==> config.mk <==
export PLATFORM = sky130hd
export DESIGN_NAME = positional_ordered_list_top
export DESIGN_NICKNAME = d
export VERILOG_FILES = /design/src/rtl/pol_pkg.sv /design/src/rtl/pol_cell.sv /design/src/rtl/positional_ordered_list_top.sv
export SDC_FILE = /design/constraint.sdc
export NUM_CORES = 2
export LEC_CHECK = 0
export BUFFER_PORTS_ARGS = -buffer_cell sky130_fd_sc_hd__buf_4
export CAP_MARGIN = 40
export CORE_AREA = 2 2 377 379
export DETAILED_ROUTE_END_ITERATION = 8
export DIE_AREA = 0 0 379 381
export GPL_TIMING_DRIVEN = 0
export PLACE_DENSITY = 0.66
export SLEW_MARGIN = 20
export SYNTH_ARGS = -nofsm -noshare
export SYNTH_HDL_FRONTEND = slang
export SYNTH_SLANG_ARGS = --single-unit
==> constraint.sdc <==
create_clock -name clk_i -period 7.5 [get_ports clk_i]
set_clock_uncertainty 0.15 [all_clocks]
set_input_delay 1.125 -clock clk_i [delete_from_list [all_inputs] [get_ports clk_i]]
set_output_delay 1.125 -clock clk_i [all_outputs]
set_load 0.05 [all_outputs]
==> src/rtl/pol_pkg.sv <==
`timescale 1ns / 1ps
`default_nettype none

package pol_pkg;

  // Number of cells in the list.
  localparam int CAPACITY = 16;

  // Field widths.
  localparam int VAL_W  = 32;
  localparam int FUNC_W = 2;
  localparam int POS_W  = 4;
  localparam int STAT_W = 2;
  localparam int LEN_W  = 5;

  // Fill count holds 0 to CAPACITY; compares run at the wider of count and position.
  localparam int CNT_W = $clog2(CAPACITY + 1);
  localparam int CMP_W = (CNT_W > POS_W) ? CNT_W : POS_W;

  // Operation codes.
  typedef enum logic [FUNC_W-1:0] {
    OP_APPEND = 2'd0,
    OP_READ   = 2'd1,
    OP_REMOVE = 2'd2
  } op_e;

  // Result status codes.
  typedef enum logic [STAT_W-1:0] {
    ST_OK     = 2'd0,
    ST_BADPOS = 2'd1,
    ST_FULL   = 2'd2
  } status_e;

  // One stored pair.
  typedef struct packed {
    logic signed [VAL_W-1:0] value;
    logic signed [VAL_W-1:0] weight;
  } entry_t;

  // Per-cell controls from the list controller.
  typedef struct packed {
    logic load;
    logic shift;
    logic hit;
  } cell_ctrl_t;

endpackage

`default_nettype wire

==> src/rtl/pol_cell.sv <==
`timescale 1ns / 1ps
`default_nettype none

module pol_cell (
  input  logic                clk_i,
  input  pol_pkg::cell_ctrl_t ctrl_i,
  input  pol_pkg::entry_t     wr_entry_i,
  input  pol_pkg::entry_t     nbr_entry_i,
  input  pol_pkg::entry_t     rd_chain_i,
  output pol_pkg::entry_t     rd_chain_o,
  output pol_pkg::entry_t     entry_o
);
  import pol_pkg::*;

  entry_t entry_q;
  entry_t entry_d;

  // A cell takes the appended pair, or the pair of its tail-side neighbor
  // when a removal closes the gap, and otherwise holds.
  always_comb begin
    entry_d = entry_q;
    if (ctrl_i.load) begin
      entry_d = wr_entry_i;
    end else if (ctrl_i.shift) begin
      entry_d = nbr_entry_i;
    end
  end

  always_ff @(posedge clk_i) begin
    entry_q <= entry_d;
  end

  // The addressed cell puts its pair on the read chain toward the head.
  assign rd_chain_o = ctrl_i.hit ? entry_q : rd_chain_i;
  assign entry_o    = entry_q;

endmodule

`default_nettype wire

==> src/rtl/positional_ordered_list_top.sv <==
// Bounded ordered list of (value, weight) pairs held in a row of CAPACITY
// cells: append at the tail, read at a position, or remove at a position with
// later entries moving up one cell. Every request gives one result with the
// pair, a status and the new length; a bad position, an empty list or an
// unused operation code gives -1 values and a bad-position status, and an
// append to a full list gives -1 values and a full status. A new request is
// accepted every cycle while the result register is empty or being taken,
// and the result is registered and appears in the cycle after its request.
// The read path runs through a mux in every cell from the tail to the head,
// so its depth grows with CAPACITY and sets the clock limit.
`timescale 1ns / 1ps
`default_nettype none

module positional_ordered_list_top (
  input  logic                               clk_i,
  input  logic                               rst_ni,
  input  logic                               in_valid_i,
  output logic                               in_stall_o,
  input  logic [pol_pkg::FUNC_W-1:0]         func_i,
  input  logic signed [pol_pkg::VAL_W-1:0]   in_value_i,
  input  logic signed [pol_pkg::VAL_W-1:0]   in_weight_i,
  input  logic [pol_pkg::POS_W-1:0]          position_i,
  output logic                               out_valid_o,
  input  logic                               out_stall_i,
  output logic signed [pol_pkg::VAL_W-1:0]   out_value_o,
  output logic signed [pol_pkg::VAL_W-1:0]   out_weight_o,
  output logic [pol_pkg::STAT_W-1:0]         status_o,
  output logic [pol_pkg::LEN_W-1:0]          length_o
);
  import pol_pkg::*;

  logic [CNT_W-1:0]  count_q;
  logic [CNT_W-1:0]  count_d;
  logic              in_acc;
  logic              is_app;
  logic              is_rd;
  logic              is_rm;
  logic              full;
  logic              pos_ok;
  logic              app_ok;
  logic              rm_ok;
  logic [CMP_W-1:0]  pos_ext;
  logic [CMP_W-1:0]  cnt_ext;
  entry_t            wr_entry;
  entry_t            res_entry;
  status_e           res_status;
  entry_t            cell_entry [CAPACITY];
  entry_t            rd_chain   [CAPACITY+1];
  cell_ctrl_t        cell_ctrl  [CAPACITY];

  logic              out_valid_q;
  entry_t            out_entry_q;
  status_e           out_status_q;
  logic [LEN_W-1:0]  out_len_q;

  // Handshake: a new request enters while the result register is free or draining.
  assign in_stall_o = out_valid_q && out_stall_i;
  assign in_acc     = in_valid_i && !in_stall_o;

  // Decode the request against the current fill count.
  assign is_app  = (func_i == OP_APPEND);
  assign is_rd   = (func_i == OP_READ);
  assign is_rm   = (func_i == OP_REMOVE);
  assign pos_ext = CMP_W'(position_i);
  assign cnt_ext = CMP_W'(count_q);
  assign full    = (count_q == CNT_W'(CAPACITY));
  assign pos_ok  = (is_rd || is_rm) && (pos_ext < cnt_ext);
  assign app_ok  = in_acc && is_app && !full;
  assign rm_ok   = in_acc && is_rm && pos_ok;

  assign wr_entry.value  = in_value_i;
  assign wr_entry.weight = in_weight_i;

  // Nothing is addressed past the tail; the chain starts as all ones.
  assign rd_chain[CAPACITY] = '1;

  // The row of cells.
  for (genvar i = 0; i < CAPACITY; i++) begin : g_cell
    assign cell_ctrl[i].hit   = (pos_ext == CMP_W'(i));
    assign cell_ctrl[i].load  = app_ok && (count_q == CNT_W'(i));
    assign cell_ctrl[i].shift = rm_ok && (CMP_W'(i) >= pos_ext);

    if (i == CAPACITY - 1) begin : g_last
      pol_cell u_cell (
        .clk_i       (clk_i),
        .ctrl_i      (cell_ctrl[i]),
        .wr_entry_i  (wr_entry),
        .nbr_entry_i (wr_entry),
        .rd_chain_i  (rd_chain[i+1]),
        .rd_chain_o  (rd_chain[i]),
        .entry_o     (cell_entry[i])
      );
    end else begin : g_mid
      pol_cell u_cell (
        .clk_i       (clk_i),
        .ctrl_i      (cell_ctrl[i]),
        .wr_entry_i  (wr_entry),
        .nbr_entry_i (cell_entry[i+1]),
        .rd_chain_i  (rd_chain[i+1]),
        .rd_chain_o  (rd_chain[i]),
        .entry_o     (cell_entry[i])
      );
    end
  end

  // Fill count after this request.
  always_comb begin
    count_d = count_q;
    if (app_ok) begin
      count_d = count_q + CNT_W'(1);
    end else if (rm_ok) begin
      count_d = count_q - CNT_W'(1);
    end
  end

  // Result of this request.
  always_comb begin
    res_entry  = '1;
    res_status = ST_BADPOS;
    if (is_app) begin
      if (full) begin
        res_status = ST_FULL;
      end else begin
        res_entry  = wr_entry;
        res_status = ST_OK;
      end
    end else if (pos_ok) begin
      res_entry  = rd_chain[0];
      res_status = ST_OK;
    end
  end

  // Control state.
  always_ff @(posedge clk_i or negedge rst_ni) begin
    if (!rst_ni) begin
      count_q     <= '0;
      out_valid_q <= 1'b0;
    end else begin
      count_q <= count_d;
      if (in_acc) begin
        out_valid_q <= 1'b1;
      end else if (!out_stall_i) begin
        out_valid_q <= 1'b0;
      end
    end
  end

  // Result register payload.
  always_ff @(posedge clk_i) begin
    if (in_acc) begin
      out_entry_q  <= res_entry;
      out_status_q <= res_status;
      out_len_q    <= LEN_W'(count_d);
    end
  end

  assign out_valid_o  = out_valid_q;
  assign out_value_o  = out_entry_q.value;
  assign out_weight_o = out_entry_q.weight;
  assign status_o     = out_status_q;
  assign length_o     = out_len_q;

endmodule

`default_nettype wire

-- After elaboration in Yosys (flattened, before gate mapping)
Index checks and enable logic that the tools add are counted.
- flip-flop bits (word level): 1101
- bits of input ports: 74
- output and inout bits: 73
- logic and storage cells: 210
- add/sub/neg operators: 2
- order comparisons: 17
- equal/unequal tests: 34
- muxes and demuxes: 58
- reduce and logical (&&, ||, !) cells: 61
- operators with widths (operator ; number):
    2-to-1 mux 64 bit ; 51
    equality test 5 x 4 -> 1 bit, second input constant ; 8
    logical AND 1 bit ; 39
    equality test 4 bit, second input constant ; 8
    greater-or-equal comparator 4 bit, first input constant ; 8
    nonzero test 2 bit ; 16
    equality test 5 x 3 -> 1 bit, second input constant ; 4
    equality test 4 x 3 -> 1 bit, second input constant ; 4
    greater-or-equal comparator 3 x 4 -> 1 bit, first input constant ; 4
    equality test 5 x 2 -> 1 bit, second input constant ; 2
    logical NOT 5 bit ; 2
    2-to-1 mux 5 bit ; 2
    equality test 4 x 2 -> 1 bit, second input constant ; 2
    greater-or-equal comparator 1 x 4 -> 1 bit, first input constant ; 2
    greater-or-equal comparator 2 x 4 -> 1 bit, first input constant ; 2
    adder 5 x 1 -> 5 bit, second input constant ; 1
    equality test 5 x 1 -> 1 bit, second input constant ; 1
    equality test 5 bit, second input constant ; 1
    less-than comparator 4 x 5 -> 1 bit ; 1
    subtractor 5 x 1 -> 5 bit, second input constant ; 1
    equality test 4 x 1 -> 1 bit, second input constant ; 1
    2-to-1 mux 2 bit ; 2
    2-to-1 mux 1 bit ; 3
    equality test 2 x 1 -> 1 bit, second input constant ; 1
    5 further kinds ; 6

-- Logic depth before layout (Yosys ltp)
- depth in word-level cells: 19
- gate-level depth with buffers: 10
- mapped depth without buffers: 8

-- Modules after synthesis
A second synthesis with hierarchy kept.
- cell total of the unflattened synthesis: 3599
- area total of the unflattened synthesis: 66543.8 um2
- modules (own cells, without submodules) (module ; times used ; cells each ; area an instance (um2) ; sequential area each (um2)):
    pol_cell ; 16 ; 207 ; 3930.0 ; 1921.8
    positional_ordered_list_top ; 1 ; 287 ; 3663.5 ; 2282.2

-- Worst setup path before layout
Ideal clock, no wire load.
- kind: input to register
- from: input out_stall_i
- to: register g_cell[0].g_mid.u_cell.entry_q (netlist bit g_cell[0].g_mid.u_cell.entry_o[0]), enable pin
- library setup time: 0.581 ns
- arrival time: 8.078 ns
- required time: 6.769 ns
- slack: -1.310 ns
- stages: 6
- buffers on the path: 0
- path through: nand2_1 nand2_2 inv_1 and3_1 nand3_2 o31ai_1
- longest elaborated chain between the ends: 7
- elaborated cells between the ends (all ways): 10
- classes of those cells: reduce/logical (10)
- ends and longest elaborated chain (what ; line ; text):
    start, declared ; positional_ordered_list_top.sv:24 ; input logic out_stall_i,
    logical AND 1 bit * ; positional_ordered_list_top.sv:57 ; assign in_stall_o = out_valid_q && out_stall_i;
    logical NOT 1 bit * ; positional_ordered_list_top.sv:58 ; assign in_acc = in_valid_i && !in_stall_o;
    logical AND 1 bit * ; positional_ordered_list_top.sv:58 ;
    named net in_acc ; positional_ordered_list_top.sv:34 ; logic in_acc;
    logical AND 1 bit (on tied branches) (2 in series) ; positional_ordered_list_top.sv:69, positional_ordered_list_top.sv:68 ;
    logical AND 1 bit (on tied branches) ; positional_ordered_list_top.sv:81, positional_ordered_list_top.sv:80 ;
    nonzero test 2 bit (no line) * ; -- ;
    end signal, assigned ; pol_cell.sv:30 ; entry_q <= entry_d;
    end, declared ; pol_cell.sv:15 ; entry_t entry_q;
The timed path passes the listed nets; every way through them passes the cells marked *.
A chain may end at the register's enable or synchronous reset.

-- Worst setup path after layout
- from: input out_stall_i
- to: register g_cell[13].g_mid.u_cell.entry_q (netlist bit g_cell[13].g_mid.u_cell.entry_o[14]), enable pin
- longest elaborated chain between the ends: 7
- elaborated cells between the ends (all ways): 10
- classes of those cells: reduce/logical (10)
- ends and longest elaborated chain (what ; line):
    logical AND 1 bit * ; positional_ordered_list_top.sv:57
    logical NOT 1 bit * ; positional_ordered_list_top.sv:58
    logical AND 1 bit * ; positional_ordered_list_top.sv:58
    named net in_acc ; positional_ordered_list_top.sv:34
    logical AND 1 bit (on tied branches) (2 in series) ; positional_ordered_list_top.sv:69, positional_ordered_list_top.sv:68
    logical AND 1 bit (on tied branches) ; positional_ordered_list_top.sv:81, positional_ordered_list_top.sv:80
    nonzero test 2 bit (no line) * ; --
    end signal, assigned ; pol_cell.sv:30
    end, declared ; pol_cell.sv:15
Marks and branches as above.

==> flow_summary.ini <==
[finish]
fin_cells = 6372
post_route_cells_drive_above_1_share = 0.360
finalNetCount = 4448
area_delta_synth_final_pct = 17.1

[die]
die_h_um = 381
initial_core_util = 0.398
io_pins = 147
die_area_mm2 = 0.144
placementRows = 138
design.core.area_mm2 = 0.141
chipWidth_um = 379

[setup_path]
reg2reg_from = out_valid_o
critical_path.top_delay_family = buffers and inverters
critical_path.startpoint_type = input port
terminus_of_the_critical_flop_to_flop_path = g_cell[13].g_mid.u_cell.entry_o[14]
slowest_delay_ns = 0.57
critical_path_buf_inv_count = 9
timing.critical_path.to_type = flop
cpMaxStageDelayCell = o21ai_4
crit_cells = 14
critical_path.endpoint = g_cell[13].g_mid.u_cell.entry_o[14]
worst_ep_arrival_time_ns = 5.28
rr_worst_depth = 13
critPathMostFrequentCell = buf_16
crit_path_start = out_stall_i
cp_cell_sequence = buf_4, nand2_1, nand2_2, inv_6, buf_16, and3_1, nand3_2, clkbuf_1, buf_6, o21ai_4, buf_16, buf_16, buf_8, buf_16
rrSetupSlack_ns = 2.60
critical_path_peak_fanout = 43
critPathKind = in2reg
cp.required_ns = 7.81

[synthesis]
post_synth_inst_count = 3982
ys_seq_area_frac = 0.591
synth_top_area_cell = edfxtp_1
ys_seq_elements = 1101
synth_mux_area_frac = 0.227
post-synth-top-area-fraction = 0.588
ys_warn_count = 0
post_synth_xor_area_fraction = 0.000470
synth_edf_count = 1095
syn_area_per_cell_um2 = 14.0
synth_most_common_cell = edfxtp_1
mappedNetlistArea_mm2 = 0.0559
synthesized_area_fraction_occupied_by_and_or_nand_nor_cells = 0.0341
yosys.cell_types.count = 74
synth-adder-area-share = 0.00246
dominant_synthesized_flop_cell = edfxtp_1
dominant_combinational_cell_family_by_area_after_synthesis = multiplexers
postSynthNetCount = 4067
ys_top_cells_by_count = edfxtp_1, mux2_2, a21oi_1, nor2_1, mux2_1
synth-compound-area-share = 0.106
top_area_cells_in_the_synthesized_netlist = edfxtp_1, mux2_2, mux2_1
async_flop_share = 0.00545

[pwr]
power.ir.vdd_worst_mv = 0.201
powerDensity_mw_per_mm2 = 226
intPower_mw = 10.8
power_frac_seq = 0.473
switching_share = 0.272
p_leak_nw = 21.8
clock_power_share = 0.404
combPwrFrac = 0.123
power.switching_mw = 4.02

[cts]
cts_buffer_count = 119
worst_skew_pair.late_latency_ns = 0.77
cts.sinks = 1101
cts_tree = built
cts-root-to-sink-buffers = 3
cts_root_buf = clkbuf_16
clk_pin_slew_ns = 0.06
post-cts-setup-buffer-count = 0
cts_max_level = 3

[drt]
vias = 41800
antenna_left = 0
wl_per_cell_um = 35.9
drt_drc_violations_left = 0
route.final.wire_length_um = 229000
drt_pre_antenna_iters = 9
via_per_inst = 6.56
drt-initial-drc-count = 6972

[placed_design]
numPortBuffers = 145
placement.setup.worst_slack_ns = 1.84
place.gp.congestion = 1.01
dpl.cell_count = 6125
dp_hpwl_um = 158000

[global_routing]
number_of_global_route_vias_before_repair = 40000
sum_of_overflow_across_all_layers_after_global_routing = 0
grt_pass1_wl_um = 311000
grt_start_max_net_pins = 44
grtUsageTotal = 0.307
antenna_violations_before_repair = 29

[timing]
rsz_0062_raised_after_global_routing = false
finalSetupViolations = 0
max_freq_ghz = 0.201
slew-limit-headroom = 0.299
fin_crit_ns = 4.97
tightest_slew_ns = 1.05
timing.final.ws_setup_ns = 2.53
timing_hold_violations_final = 0
post-route-period-util = 0.663
report.final.slew_viol_count = 0

[run_status]
status = finished, final reports clean

[run]
count_of_maximum_capacitance_violations = 0

[hold_path]
min-delay-path-class = reg2reg
-- cell usage in the layout, fill, tap and decap left out, types with 18 or more instances in the layout --
cell	instances
edfxtp_1	1095
mux2_2	884
a21oi_1	300
buf_4	197
nor2_1	177
mux2_1	162
o22ai_1	147
buf_2	145
clkbuf_1	140
o21ai_0	134
clkbuf_16	120
nand2_1	101
buf_6	79
mux2i_1	75
o221ai_1	47
a221oi_1	44
o21a_1	43
clkinv_1	42
a22oi_1	41
a2bb2oi_1	41
nor3_1	40
buf_16	37
o211ai_1	34
buf_8	30
a211oi_1	21
clkinv_2	18
-- worst min path at each step --
stage                                                     end  depth (start not counted)                                  from
after global routing                              out_valid_o                          2                            in_valid_i
after CTS                                         out_valid_o                          2                            in_valid_i
final                     g_cell[14].g_mid.u_cell.entry_o[47]                          1  g_cell[15].g_last.u_cell.entry_o[47]
after floorplan            g_cell[1].g_mid.u_cell.entry_o[31]                          1    g_cell[2].g_mid.u_cell.entry_o[31]
after global placement                            out_valid_o                          2                           out_valid_o
after detailed placement                          out_valid_o                          2                           out_valid_o
-- worst register-to-register path, cell delays in order (launching register included) --
cell and delay (ns):
dfrtp_1 0.38, nand2_1 0.11, nand2_2 0.18, inv_6 0.31
buf_16 0.27, and3_1 0.54, nand3_2 0.52, clkbuf_1 0.44
buf_6 0.26, o21ai_4 0.57, buf_16 0.25, buf_16 0.20
buf_8 0.20, buf_16 0.19
-- power groups by stage --
stage	Combinational, mW	Clock [mW]	Sequential, mW
2_1_floorplan	0.795	0	7.26
3_3_place_gp	1.62	0	7.17
3_5_place_dp	1.73	0	7.13
4_1_cts	1.74	5.99	7.00
5_1_grt	1.85	6.22	7.02
6_report	1.82	5.98	7.00
-- cell families (layout without fill, tap and decap cells) --
family / after synthesis / after routing
compound gates: 931 / 931
xor+xnor: 3 / 3
fa+ha+maj: 11 / 11
buf+inv: 389 / 873
flops: 1101 / 1101
mux: 1129 / 1129
other cells: 0 / 16
simple gates: 418 / 418
-- layout make-up --
cell class	instances	area [um^2]
flip-flops and latches	1101	33000
repair buffers	260	3130
multi-input cells	2492	20900
clock buffers	135	3060
fillers	12500	75000
well taps	1890	2360
inverters	16	65.1
clock inverters	89	771
diodes	16	40.0
plain buffers	373	2150
-- layer usage --
layer / wire, um / global-route usage
met1: 81800 / 0.384
met2: 96200 / 0.443
met3: 33800 / 0.125
met4: 16700 / 0.187
met5: 403 / 0
-- through the flow --
step / setup TNS [ns] / hold slack (ns) / utilization / cell area, um^2 / total power [mW]
2_1_floorplan: -335.25 / 0.376 / - / 55900 / 8.05
3_3_place_gp: -5693.34 / 0.380 / 0.423 / 59400 / 8.79
3_5_place_dp: 0 / 0.396 / 0.438 / 61600 / 8.86
4_1_cts: 0 / 0.375 / 0.465 / 65400 / 14.7
5_1_grt: 0 / 0.413 / 0.466 / 65500 / 15.1
6_report: 0 / 0.397 / 0.466 / 65500 / 14.8
-- timing repair --
action                     4_1_cts  5_1_grt
setup endpoints to repair        0        0
hold endpoints to repair         6        0
resized for setup                0        0
hold buffers                     1        0
-- flip-flops by register name (all words and copies together), names as in the netlist --
register / flops
length_o: 5
status_o: 2
out_weight_o: 32
out_value_o: 32
g_cell.g_mid.u_cell.entry_o: 960
g_cell.g_last.u_cell.entry_o: 64
cnt_ext: 5
out_valid_o: 1
No activity file was read; power rests on OpenSTA's default activity.
